$ cat src/rtl/core/assert_macros.svh
// Assertion macros for the lock arbiter RTL.
`ifndef ASSERT_MACROS_SVH
`define ASSERT_MACROS_SVH
`ifndef SYNTH
// Check an expression at every clock edge outside reset.
`define RWL_ASSERT(label, expr) \
  label: assert property (@(posedge clk) disable iff (!rst_n) (expr)) \
    else $error("rwl assertion failed");
// Check that an antecedent is followed by a consequent in the next cycle.
`define RWL_ASSERT_NEXT(label, ante, cons) \
  label: assert property (@(posedge clk) disable iff (!rst_n) (ante) |=> (cons)) \
    else $error("rwl assertion failed");
`else
`define RWL_ASSERT(label, expr)
`define RWL_ASSERT_NEXT(label, ante, cons)
`endif
`endif

$ cat src/rtl/core/rwl_pkg.sv
// ----------------------------------------------------------------------------
// rwl_pkg
// Types and codes shared by the reader/writer lock arbiter.
// ----------------------------------------------------------------------------
`timescale 1ns / 1ps
`default_nettype none
package rwl_pkg;

  localparam int ID_W   = 4;
  localparam int MODE_W = 3;
  localparam int TMO_W  = 16;
  localparam int EV_W   = 3;
  localparam int RC_W   = 5;
  localparam logic [RC_W-1:0] READER_MAX = 5'd31;

  localparam logic [MODE_W-1:0] MODE_ENTER_RD = 3'd0;
  localparam logic [MODE_W-1:0] MODE_ENTER_WR = 3'd1;
  localparam logic [MODE_W-1:0] MODE_EXIT_RD  = 3'd2;
  localparam logic [MODE_W-1:0] MODE_EXIT_WR  = 3'd3;
  localparam logic [MODE_W-1:0] MODE_TICK     = 3'd4;

  localparam logic [EV_W-1:0] EV_GRANT      = 3'd0;
  localparam logic [EV_W-1:0] EV_QUEUED     = 3'd1;
  localparam logic [EV_W-1:0] EV_RELEASED   = 3'd2;
  localparam logic [EV_W-1:0] EV_GRANT_LATE = 3'd3;
  localparam logic [EV_W-1:0] EV_TIMEOUT    = 3'd4;
  localparam logic [EV_W-1:0] EV_MISUSE     = 3'd5;

  typedef struct packed {
    logic [MODE_W-1:0] mode;
    logic [ID_W-1:0]   thread_id;
    logic [TMO_W-1:0]  timeout_ticks;
  } req_t;

  typedef struct packed {
    logic [ID_W-1:0] who;
    logic [EV_W-1:0] event_res;
    logic            last;
  } res_t;

  typedef enum logic [3:0] {
    ST_IDLE,
    ST_EXEC,
    ST_POP_RD,
    ST_POP_DATA,
    ST_TICK_RD,
    ST_TICK_DATA,
    ST_RM_RD,
    ST_RM_CMP,
    ST_SH_RD,
    ST_SH_WR,
    ST_FLUSH
  } state_t;

endpackage
`default_nettype wire

$ cat src/rtl/core/reader_writer_lock_arbiter_top.sv
// ----------------------------------------------------------------------------
// reader_writer_lock_arbiter_top
// Reader/writer lock manager with reader and writer wait queues and per-thread tick timeouts.
// ----------------------------------------------------------------------------
// A request is taken when start is high and busy is low; busy then stays high
// until the last result of that request is registered, and falls in the cycle
// that carries it. Results appear one per cycle at most on out_res with
// out_valid high for one cycle, and cannot be held off. An exit that wakes
// waiters pops them one at a time, as each pop is one read of the queue RAM.
// A tick visits every thread in turn, reads the tick RAM for each waiting
// thread, and for each expiry scans that thread's queue and closes it up over
// the removed entry. The queue RAM's single read port keeps pops and scans to
// one entry at a time.
`timescale 1ns / 1ps
`default_nettype none
`include "assert_macros.svh"
module reader_writer_lock_arbiter_top #(
  parameter int THREADS      = 16,
  parameter int TIMEOUT_BITS = 16
) (
  input  wire logic          clk,
  input  wire logic          rst_n,
  input  wire logic          start,
  output logic               busy,
  input  wire rwl_pkg::req_t in_req,
  output logic               out_valid,
  output rwl_pkg::res_t      out_res
);

  localparam int P_W = $clog2(THREADS);
  localparam int A_W = $clog2(2 * THREADS);
  localparam int C_W = $clog2(THREADS + 1);
  localparam int ID_W = rwl_pkg::ID_W;

  rwl_pkg::state_t state_r, state_nxt;
  rwl_pkg::req_t   req_r, req_nxt;
  logic [rwl_pkg::RC_W-1:0] rc_r, rc_nxt;
  logic            wh_r, wh_nxt;
  logic [P_W-1:0]  head_r [2];
  logic [P_W-1:0]  head_nxt [2];
  logic [P_W-1:0]  tail_r [2];
  logic [P_W-1:0]  tail_nxt [2];
  logic [C_W-1:0]  live_r [2];
  logic [C_W-1:0]  live_nxt [2];
  logic [THREADS-1:0] wait_r, wait_nxt;
  logic [THREADS-1:0] inwq_r, inwq_nxt;
  logic            q_r, q_nxt;
  logic [P_W-1:0]  t_r, t_nxt;
  logic [P_W-1:0]  p_r, p_nxt;
  logic [C_W-1:0]  k_r, k_nxt;
  logic            pend_v_r, pend_v_nxt;
  rwl_pkg::res_t   pend_r, pend_nxt;
  logic            out_valid_nxt;
  rwl_pkg::res_t   out_res_nxt;

  logic                    f_we;
  logic [A_W-1:0]          f_waddr, f_raddr;
  logic [ID_W-1:0]         f_wdata, f_rdata;
  logic                    k_we;
  logic [P_W-1:0]          k_waddr, k_raddr;
  logic [TIMEOUT_BITS-1:0] k_wdata, k_rdata;

  logic                    emit_v;
  logic [ID_W-1:0]         emit_who;
  logic [rwl_pkg::EV_W-1:0] emit_ev;
  logic [P_W-1:0]          id_idx;
  logic                    id_ok;
  logic                    qsel;

  function automatic logic [P_W-1:0] ring_inc(input logic [P_W-1:0] p);
    ring_inc = (32'(p) == THREADS - 1) ? '0 : p + 1'b1;
  endfunction

  function automatic logic [P_W-1:0] ring_dec(input logic [P_W-1:0] p);
    ring_dec = (p == '0) ? P_W'(THREADS - 1) : p - 1'b1;
  endfunction

  function automatic logic [A_W-1:0] faddr(input logic q, input logic [P_W-1:0] p);
    faddr = q ? A_W'(THREADS) + A_W'(p) : A_W'(p);
  endfunction

  rwl_ram #(.WIDTH(ID_W), .DEPTH(2 * THREADS)) u_fifo_ram (
    .clk   (clk),
    .we    (f_we),
    .waddr (f_waddr),
    .wdata (f_wdata),
    .raddr (f_raddr),
    .rdata (f_rdata)
  );

  rwl_ram #(.WIDTH(TIMEOUT_BITS), .DEPTH(THREADS)) u_tick_ram (
    .clk   (clk),
    .we    (k_we),
    .waddr (k_waddr),
    .wdata (k_wdata),
    .raddr (k_raddr),
    .rdata (k_rdata)
  );

  assign busy   = (state_r != rwl_pkg::ST_IDLE);
  assign id_idx = P_W'(req_r.thread_id);
  assign id_ok  = (32'(req_r.thread_id) < THREADS);
  assign qsel   = (req_r.mode == rwl_pkg::MODE_ENTER_WR);

  always_comb begin
    state_nxt  = state_r;
    req_nxt    = req_r;
    rc_nxt     = rc_r;
    wh_nxt     = wh_r;
    head_nxt   = head_r;
    tail_nxt   = tail_r;
    live_nxt   = live_r;
    wait_nxt   = wait_r;
    inwq_nxt   = inwq_r;
    q_nxt      = q_r;
    t_nxt      = t_r;
    p_nxt      = p_r;
    k_nxt      = k_r;
    f_we       = 1'b0;
    f_waddr    = faddr(q_r, p_r);
    f_wdata    = f_rdata;
    f_raddr    = faddr(q_r, p_r);
    k_we       = 1'b0;
    k_waddr    = t_r;
    k_wdata    = k_rdata - 1'b1;
    k_raddr    = t_r;
    emit_v     = 1'b0;
    emit_who   = req_r.thread_id;
    emit_ev    = rwl_pkg::EV_MISUSE;

    case (state_r)
      rwl_pkg::ST_IDLE: begin
        if (start) begin
          req_nxt   = in_req;
          state_nxt = rwl_pkg::ST_EXEC;
        end
      end

      rwl_pkg::ST_EXEC: begin
        state_nxt = rwl_pkg::ST_FLUSH;
        if (req_r.mode == rwl_pkg::MODE_TICK) begin
          t_nxt     = '0;
          state_nxt = rwl_pkg::ST_TICK_RD;
        end else if (req_r.mode <= rwl_pkg::MODE_EXIT_WR) begin
          emit_v = 1'b1;
          if (!id_ok || wait_r[id_idx]) begin
            emit_ev = rwl_pkg::EV_MISUSE;
          end else if ((req_r.mode == rwl_pkg::MODE_ENTER_RD && !wh_r && live_r[1] == '0)
                       || (req_r.mode == rwl_pkg::MODE_ENTER_WR && !wh_r && rc_r == '0)) begin
            if (qsel) begin
              wh_nxt  = 1'b1;
              emit_ev = rwl_pkg::EV_GRANT;
            end else if (rc_r >= rwl_pkg::READER_MAX) begin
              emit_ev = rwl_pkg::EV_MISUSE;
            end else begin
              rc_nxt  = rc_r + 1'b1;
              emit_ev = rwl_pkg::EV_GRANT;
            end
          end else if (req_r.mode == rwl_pkg::MODE_ENTER_RD
                       || req_r.mode == rwl_pkg::MODE_ENTER_WR) begin
            f_we             = 1'b1;
            f_waddr          = faddr(qsel, tail_r[qsel]);
            f_wdata          = req_r.thread_id;
            tail_nxt[qsel]   = ring_inc(tail_r[qsel]);
            live_nxt[qsel]   = live_r[qsel] + 1'b1;
            wait_nxt[id_idx] = 1'b1;
            inwq_nxt[id_idx] = qsel;
            k_we             = 1'b1;
            k_waddr          = id_idx;
            k_wdata          = TIMEOUT_BITS'(req_r.timeout_ticks);
            emit_ev          = rwl_pkg::EV_QUEUED;
          end else if (req_r.mode == rwl_pkg::MODE_EXIT_RD) begin
            if (rc_r == '0) begin
              emit_ev = rwl_pkg::EV_MISUSE;
            end else begin
              rc_nxt  = rc_r - 1'b1;
              emit_ev = rwl_pkg::EV_RELEASED;
              if (rc_r == 5'd1 && live_r[1] != '0) begin
                wh_nxt    = 1'b1;
                q_nxt     = 1'b1;
                state_nxt = rwl_pkg::ST_POP_RD;
              end
            end
          end else begin
            if (!wh_r) begin
              emit_ev = rwl_pkg::EV_MISUSE;
            end else begin
              wh_nxt  = 1'b0;
              emit_ev = rwl_pkg::EV_RELEASED;
              if (live_r[0] != '0) begin
                q_nxt     = 1'b0;
                state_nxt = rwl_pkg::ST_POP_RD;
              end else if (live_r[1] != '0) begin
                wh_nxt    = 1'b1;
                q_nxt     = 1'b1;
                state_nxt = rwl_pkg::ST_POP_RD;
              end
            end
          end
        end
      end

      rwl_pkg::ST_POP_RD: begin
        f_raddr   = faddr(q_r, head_r[q_r]);
        state_nxt = rwl_pkg::ST_POP_DATA;
      end

      rwl_pkg::ST_POP_DATA: begin
        head_nxt[q_r] = ring_inc(head_r[q_r]);
        live_nxt[q_r] = live_r[q_r] - 1'b1;
        wait_nxt[P_W'(f_rdata)] = 1'b0;
        emit_v    = 1'b1;
        emit_who  = f_rdata;
        emit_ev   = rwl_pkg::EV_GRANT_LATE;
        state_nxt = rwl_pkg::ST_FLUSH;
        if (!q_r) begin
          if (rc_r < rwl_pkg::READER_MAX) begin
            rc_nxt = rc_r + 1'b1;
          end
          if (live_r[0] != C_W'(1)) begin
            state_nxt = rwl_pkg::ST_POP_RD;
          end
        end
      end

      rwl_pkg::ST_TICK_RD: begin
        if (wait_r[t_r]) begin
          state_nxt = rwl_pkg::ST_TICK_DATA;
        end else if (32'(t_r) == THREADS - 1) begin
          state_nxt = rwl_pkg::ST_FLUSH;
        end else begin
          t_nxt = t_r + 1'b1;
        end
      end

      rwl_pkg::ST_TICK_DATA: begin
        if (k_rdata == TIMEOUT_BITS'(1)) begin
          k_we        = 1'b1;
          wait_nxt[t_r] = 1'b0;
          emit_v      = 1'b1;
          emit_who    = ID_W'(t_r);
          emit_ev     = rwl_pkg::EV_TIMEOUT;
          q_nxt       = inwq_r[t_r];
          p_nxt       = head_r[inwq_r[t_r]];
          k_nxt       = live_r[inwq_r[t_r]];
          state_nxt   = rwl_pkg::ST_RM_RD;
        end else begin
          k_we = (k_rdata != '0);
          if (32'(t_r) == THREADS - 1) begin
            state_nxt = rwl_pkg::ST_FLUSH;
          end else begin
            t_nxt     = t_r + 1'b1;
            state_nxt = rwl_pkg::ST_TICK_RD;
          end
        end
      end

      rwl_pkg::ST_RM_RD: begin
        state_nxt = rwl_pkg::ST_RM_CMP;
      end

      rwl_pkg::ST_RM_CMP: begin
        if (f_rdata == ID_W'(t_r)) begin
          state_nxt = rwl_pkg::ST_SH_RD;
        end else if (k_r <= C_W'(1)) begin
          if (32'(t_r) == THREADS - 1) begin
            state_nxt = rwl_pkg::ST_FLUSH;
          end else begin
            t_nxt     = t_r + 1'b1;
            state_nxt = rwl_pkg::ST_TICK_RD;
          end
        end else begin
          p_nxt     = ring_inc(p_r);
          k_nxt     = k_r - 1'b1;
          state_nxt = rwl_pkg::ST_RM_RD;
        end
      end

      rwl_pkg::ST_SH_RD: begin
        if (k_r <= C_W'(1)) begin
          live_nxt[q_r] = live_r[q_r] - 1'b1;
          tail_nxt[q_r] = ring_dec(tail_r[q_r]);
          if (32'(t_r) == THREADS - 1) begin
            state_nxt = rwl_pkg::ST_FLUSH;
          end else begin
            t_nxt     = t_r + 1'b1;
            state_nxt = rwl_pkg::ST_TICK_RD;
          end
        end else begin
          f_raddr   = faddr(q_r, ring_inc(p_r));
          state_nxt = rwl_pkg::ST_SH_WR;
        end
      end

      rwl_pkg::ST_SH_WR: begin
        f_we      = 1'b1;
        p_nxt     = ring_inc(p_r);
        k_nxt     = k_r - 1'b1;
        state_nxt = rwl_pkg::ST_SH_RD;
      end

      rwl_pkg::ST_FLUSH: begin
        state_nxt = rwl_pkg::ST_IDLE;
      end

      default: begin
        state_nxt = rwl_pkg::ST_IDLE;
      end
    endcase
  end

  // hold one result back so the last one of a request can be marked
  always_comb begin
    pend_v_nxt    = pend_v_r;
    pend_nxt      = pend_r;
    out_valid_nxt = 1'b0;
    out_res_nxt   = pend_r;
    out_res_nxt.last = 1'b0;
    if (emit_v) begin
      out_valid_nxt      = pend_v_r;
      pend_v_nxt         = 1'b1;
      pend_nxt.who       = emit_who;
      pend_nxt.event_res = emit_ev;
      pend_nxt.last      = 1'b0;
    end else if (state_r == rwl_pkg::ST_FLUSH) begin
      out_valid_nxt    = pend_v_r;
      out_res_nxt.last = 1'b1;
      pend_v_nxt       = 1'b0;
    end
  end

  always_ff @(posedge clk) begin
    if (!rst_n) begin
      state_r   <= rwl_pkg::ST_IDLE;
      rc_r      <= '0;
      wh_r      <= 1'b0;
      head_r    <= '{default: '0};
      tail_r    <= '{default: '0};
      live_r    <= '{default: '0};
      wait_r    <= '0;
      inwq_r    <= '0;
      q_r       <= 1'b0;
      t_r       <= '0;
      p_r       <= '0;
      k_r       <= '0;
      pend_v_r  <= 1'b0;
      out_valid <= 1'b0;
    end else begin
      state_r   <= state_nxt;
      rc_r      <= rc_nxt;
      wh_r      <= wh_nxt;
      head_r    <= head_nxt;
      tail_r    <= tail_nxt;
      live_r    <= live_nxt;
      wait_r    <= wait_nxt;
      inwq_r    <= inwq_nxt;
      q_r       <= q_nxt;
      t_r       <= t_nxt;
      p_r       <= p_nxt;
      k_r       <= k_nxt;
      pend_v_r  <= pend_v_nxt;
      out_valid <= out_valid_nxt;
    end
  end

  always_ff @(posedge clk) begin
    req_r   <= req_nxt;
    pend_r  <= pend_nxt;
    out_res <= out_res_nxt;
  end

  `RWL_ASSERT(a_no_mixed_hold, !(wh_r && rc_r != '0))
  `RWL_ASSERT(a_live_bound, (32'(live_r[0]) <= THREADS) && (32'(live_r[1]) <= THREADS))
  `RWL_ASSERT_NEXT(a_busy_after_start, start && !busy, busy)
  `RWL_ASSERT(a_idle_drained, (state_r != rwl_pkg::ST_IDLE) || !pend_v_r)

endmodule
`default_nettype wire

$ cat src/rtl/core/rwl_ram.sv
// ----------------------------------------------------------------------------
// rwl_ram
// Simple dual-port RAM, one write and one registered read per cycle.
// ----------------------------------------------------------------------------
`timescale 1ns / 1ps
`default_nettype none
module rwl_ram #(
  parameter int WIDTH = 4,
  parameter int DEPTH = 16
) (
  input  wire logic                     clk,
  input  wire logic                     we,
  input  wire logic [$clog2(DEPTH)-1:0] waddr,
  input  wire logic [WIDTH-1:0]         wdata,
  input  wire logic [$clog2(DEPTH)-1:0] raddr,
  output logic      [WIDTH-1:0]         rdata
);

  logic [WIDTH-1:0] mem [DEPTH];

  always_ff @(posedge clk) begin
    if (we) begin
      mem[waddr] <= wdata;
    end
    rdata <= mem[raddr];
  end

endmodule
`default_nettype wire
$ cat config.mk
export PLATFORM = sky130hd
export DESIGN_NAME = reader_writer_lock_arbiter_top
export DESIGN_NICKNAME = d
export VERILOG_FILES = /design/src/rtl/core/rwl_pkg.sv /design/src/rtl/core/reader_writer_lock_arbiter_top.sv /design/src/rtl/core/rwl_ram.sv
export VERILOG_INCLUDE_DIRS = /design/src /design/src/rtl/core
export SDC_FILE = /design/constraint.sdc
export NUM_CORES = 1
export LEC_CHECK = 0
export BUFFER_PORTS_ARGS = -buffer_cell sky130_fd_sc_hd__buf_2
export CORE_ASPECT_RATIO = 1.5
export CORE_UTILIZATION = 60
export DETAILED_ROUTE_END_ITERATION = 7
export PLACE_DENSITY = 0.77
export RECOVER_POWER = 50
export SETUP_SLACK_MARGIN = 0.3
export SLEW_MARGIN = 20
export SYNTH_ARGS = -nofsm -noshare
export SYNTH_HDL_FRONTEND = slang
export SYNTH_SLANG_ARGS = --single-unit
$ cat constraint.sdc
create_clock -name clk -period 5 [get_ports clk]
set_clock_uncertainty 0.1 [all_clocks]
set_input_delay 0.25 -clock clk [delete_from_list [all_inputs] [get_ports clk]]
set_output_delay 0.25 -clock clk [all_outputs]
set_load 0.05 [all_outputs]
==> load_flow_metrics.sql <==
INSERT INTO impl_metrics (metric_group, metric, value, unit) VALUES
('logic_synthesis', 'synthesis.area', '0.0230', 'mm^2'),
('logic_synthesis', 'postSynthAreaPerCell', '14.1', 'um^2'),
('sta', 'drv_slew', '107', ''),
('cts', 'cts_htree_levels', '2', ''),
('cts', 'cts_tree', 'built', ''),
('placed_design', 'placed_cells', '2107', ''),
('worst_setup_path', 'cpLargestDelayFamily', 'simple AND/OR/NAND/NOR gates', ''),
('power', 'power.static_leakage', '8.12', 'nW'),
('placed_design', 'globalplace.congestion', '0.942', ''),
('layout', 'area.growth.synth_to_final', '11.9', '%'),
('logic_synthesis', 'ys_seq_elements', '526', ''),
('worst_setup_path', 'critPathLaunchType', 'register', ''),
('worst_setup_path', 'critPathKind', 'register to register', ''),
('detailed_routing', 'violation_count_after_the_first_detailed_routing_iteration', '1208', ''),
('logic_synthesis', 'synth_sequential_area_ratio', '0.639', ''),
('global_routing', 'grt_start_max_net_pins', '65', ''),
('detailed_routing', 'firstDrtPassIters', '5', ''),
('floorplan', 'die-area', '0.0391', 'mm^2'),
('layout', 'fillerInstances', '2605', ''),
('global_routing', 'grt.overflow.total', '0', ''),
('placed_design', 'dp_hpwl', '38.8', 'mm'),
('worst_setup_path', 'critical_path_required', '5.13', 'ns'),
('global_routing', 'grt_first_pass_wirelength', '87.4', 'mm'),
('cts', 'cts_root_buf', 'clkbuf_16', ''),
('cts', 'clock_tree.buffer_depth', '3', ''),
('floorplan', 'dieHeight', '242', 'um'),
('run_status', 'failed_checks', 'max-capacitance violations, max-slew violations', ''),
('cts', 'cts_sinks', '526', ''),
('layout', 'finish.cell_count_without_fillers', '2220', ''),
('sta', 'unrepaired_setup_endpoints_after_global_routing', 'no', ''),
('layout', 'multiInputGateArea', '0.00790', 'mm^2'),
('power', 'power_per_unit_of_standard_cell_area', '494', 'mW/mm^2'),
('worst_setup_path', 'cp.arrival', '4.58', 'ns'),
('sta', 'fmax', '0.225', 'GHz'),
('floorplan', 'floorplan.initialDensity', '0.610', ''),
('logic_synthesis', 'syn_inst', '1625', ''),
('detailed_routing', 'drt-total-wl', '58.0', 'mm'),
('floorplan', 'core', '0.0377', 'mm^2'),
('sta', 'setup_total_negative_slack', '0', 'ns'),
('logic_synthesis', 'syn-num-nets', '1670', ''),
('detailed_routing', 'number_of_vias_per_cell_after_detailed_routing', '6.59', ''),
('worst_setup_path', 'critical_path.max_fanout', '11', ''),
('power', 'overall_power_after_layout', '0.0127', 'W'),
('detailed_routing', 'vias', '14600', ''),
('layout', 'design.final.nets', '1738', ''),
('worst_setup_path', 'critPathMaxStageDelay', '0.62', 'ns'),
('global_routing', 'number_of_global_route_vias_before_repair', '14700', ''),
('layout', 'final_layout_size_suffix_gt1_frac', '0.154', ''),
('logic_synthesis', 'synthFlopType', 'edfxtp_1', ''),
('run_status', 'outcome', 'finished with violations', ''),
('layout', 'diodes_inserted', '0', ''),
('detailed_routing', 'remaining_drc_errors', '0', ''),
('placed_design', 'port_bufs', '35', ''),
('floorplan', 'core.rowCount', '87', ''),
('logic_synthesis', 'synth_enable_flop_cells', '414', ''),
('logic_synthesis', 'synth.yosys.warnings', '0', ''),
('sta', 'post_layout_min_period', '4.45', 'ns'),
('logic_synthesis', 'synth-async-reset-ratio', '0', ''),
('sta', 'worst_slew_margin_rel', '-0.360', ''),
('worst_setup_path', 'endpoint_kind', 'register', ''),
('logic_synthesis', 'synthDistinctLibCells', '81', ''),
('cts', 'clock_transition_at_path_regs', '0.07', 'ns'),
('floorplan', 'ioPinCount', '36', ''),
('layout', 'seqCellArea', '0.0147', 'mm^2'),
('global_routing', 'grt_util_all_layers', '0.301', ''),
('cts', 'clk-insertion-delay-late', '0.58', 'ns'),
('floorplan', 'die-width', '162', 'um'),
('worst_setup_path', 'critical_path.n_buffers_inverters', '1', ''),
('hold_path', 'min-delay-path-class', 'input pin to register', ''),
('worst_setup_path', 'cp_cell_instances', 'clkbuf_1 > mux4_2 > o22a_1 > a221oi_1 > and4_1 > mux2i_1 > nor2b_1 > nand2_1 > nor2_1', ''),
('cts', 'cts_made_buffers', '47', ''),
('sta', 'worstMarginPinSlew', '2.02', 'ns'),
('global_routing', 'grt_antenna_before_repair', '1', ''),
('sta', 'setup_viol', '0', ''),
('sta', 'fin_worst_hold_slack', '0.0854', 'ns'),
('detailed_routing', 'route.antenna.remaining_nets', '0', ''),
('worst_setup_path', 'crit_slowest_cell', 'a221oi_1', ''),
('detailed_routing', 'routed_length_per_instance', '26.1', 'um'),
('sta', 'final_min_period_over_clock_period', '0.891', ''),
('power', 'peakVddDrop', '403', 'uV'),
('flow_run', 'max_cap_viol_count', '6', ''),
('sta', 'report.final.hold_viol_count', '0', '');
## worst reg2reg max path, delay by kind of cell (launching register included)
family / cells / cell delay (ns)
buffers and inverters: 1 / 0.20
AOI/OAI and AO/OA: 2 / 0.84
and+or+nand+nor: 4 / 1.37
muxes: 2 / 1.02
DFF: 1 / 0.59
## cells by family (layout without fill, tap and decap cells)
family / after synthesis / after routing / synth area share
buffers and inverters: 111 / 217 / 0.0198
flip-flops: 526 / 526 / 0.639
XOR/XNOR: 37 / 37 / 0.0141
multiplexers: 207 / 207 / 0.141
adder cells (fa/ha/maj): 19 / 19 / 0.0104
AND/OR/NAND/NOR: 433 / 433 / 0.0901
AO/OA/AOI/OAI: 292 / 292 / 0.0853
## layout by cell type (no fill, tap or decap), types with 11 or more instances in the layout
cell type and count:
dfxtp_1 110, edfxtp_1 414, clkbuf_1 39, buf_2 22, nand2_1 109, o211ai_1 16, dlygate4sd3_1 23, xor2_1 15
nand2b_1 15, a21oi_1 57, ha_1 19, mux2_2 12, a22o_1 16, inv_1 20, nand3_1 37, o21ai_0 64
xnor2_1 22, mux2i_1 99, a22oi_1 12, nor4_1 12, bufinv_16 11, nor2b_1 13, clkbuf_16 49, o21ai_1 12
a31oi_1 26, nor2_1 133, nor3_1 36, mux4_2 92, buf_4 36
## final cells by class
class                           count  area share
Clock buffer                       63      0.0501
Multi-Input combinational cell    988       0.307
Tap cell                          489      0.0238
Timing Repair Buffer              109      0.0285
Inverter                           21     0.00307
Sequential cell                   526       0.571
Clock inverter                     24      0.0160
## per-stage QoR
step / util / setup slack (ns) / instance area (um^2)
final: 0.682 / 0.547 / 25700
after global placement: 0.632 / 0.594 / 23800
after detailed placement: 0.632 / 0.439 / 23800
after global routing: 0.682 / 0.291 / 25700
after CTS: 0.684 / 0.426 / 25700
after floorplan: - / 1.36 / 23000
## what timing repair did
item,CTS,global route
hold buffers,23,0
gates resized for setup,0,7
setup endpoints to repair,0,89
hold endpoints to repair,23,0
setup buffers,0,3
## synth_stat cells (16+ instances only)
library cell | instances | area, um^2
nor3_1 | 36 | 180
nand2_1 | 109 | 409
o21ai_0 | 61 | 305
mux2i_1 | 99 | 991
mux4_2 | 92 | 2070
a21oi_1 | 56 | 280
dfxtp_1 | 112 | 2240
clkbuf_1 | 59 | 221
xnor2_1 | 22 | 193
a31oi_1 | 26 | 163
nand3_1 | 37 | 185
mux2_2 | 16 | 180
edfxtp_1 | 414 | 12400
a22o_1 | 16 | 140
o211ai_1 | 16 | 120
inv_1 | 20 | 75.1
ha_1 | 19 | 238
nor2_1 | 150 | 563
## state kept, by name (all words and copies together) (netlist names)
name,count
out_res,8
live_r,10
u_tick_ram.mem,256
u_fifo_ram.rdata,4
rc_r,5
q_r,1
u_tick_ram.rdata,16
req_r,19
wait_r,16
out_res_nxt,7
p_r,4
k_r,5
state_r,4
wh_r,1
k_raddr,4
u_fifo_ram.mem,128
pend_v_r,1
tail_r,8
out_valid,1
inwq_r,16
id_idx,4
head_r,8
## routing by layer
| metal | wire [um] | up-vias | global-route usage |
|---|---|---|---|
| met3 | 3200 | 184 | 0.0388 |
| met5 | 0 | - | 0 |
| met4 | 3540 | 0 | 0.166 |
| li1 | - | 6456 | - |
| met1 | 20400 | 7370 | 0.339 |
| met2 | 30900 | 623 | 0.549 |
## where the power goes
group          total, W  switching (W)  internal [W]  leakage [nW]
registers       0.00583       0.000382       0.00545          4.65
logic           0.00288        0.00193      0.000955          2.65
clock network   0.00397        0.00158       0.00239         0.825
## final timing paths
check	start	to	slack [ns]	depth (start not counted)
max	id_idx[0]$_DFFE_PP_	u_fifo_ram.mem[17][3]$_DFFE_PP_	0.55	9
min reg2reg	out_res_nxt[4]$_DFFE_PP_	out_res[4]$_DFF_P_	0.25	0
min	start	state_r[0]$_SDFFE_PN0P_	0.09	3
max reg2reg	id_idx[0]$_DFFE_PP_	u_fifo_ram.mem[17][3]$_DFFE_PP_	0.55	9
(Power assumes the default switching activity.)
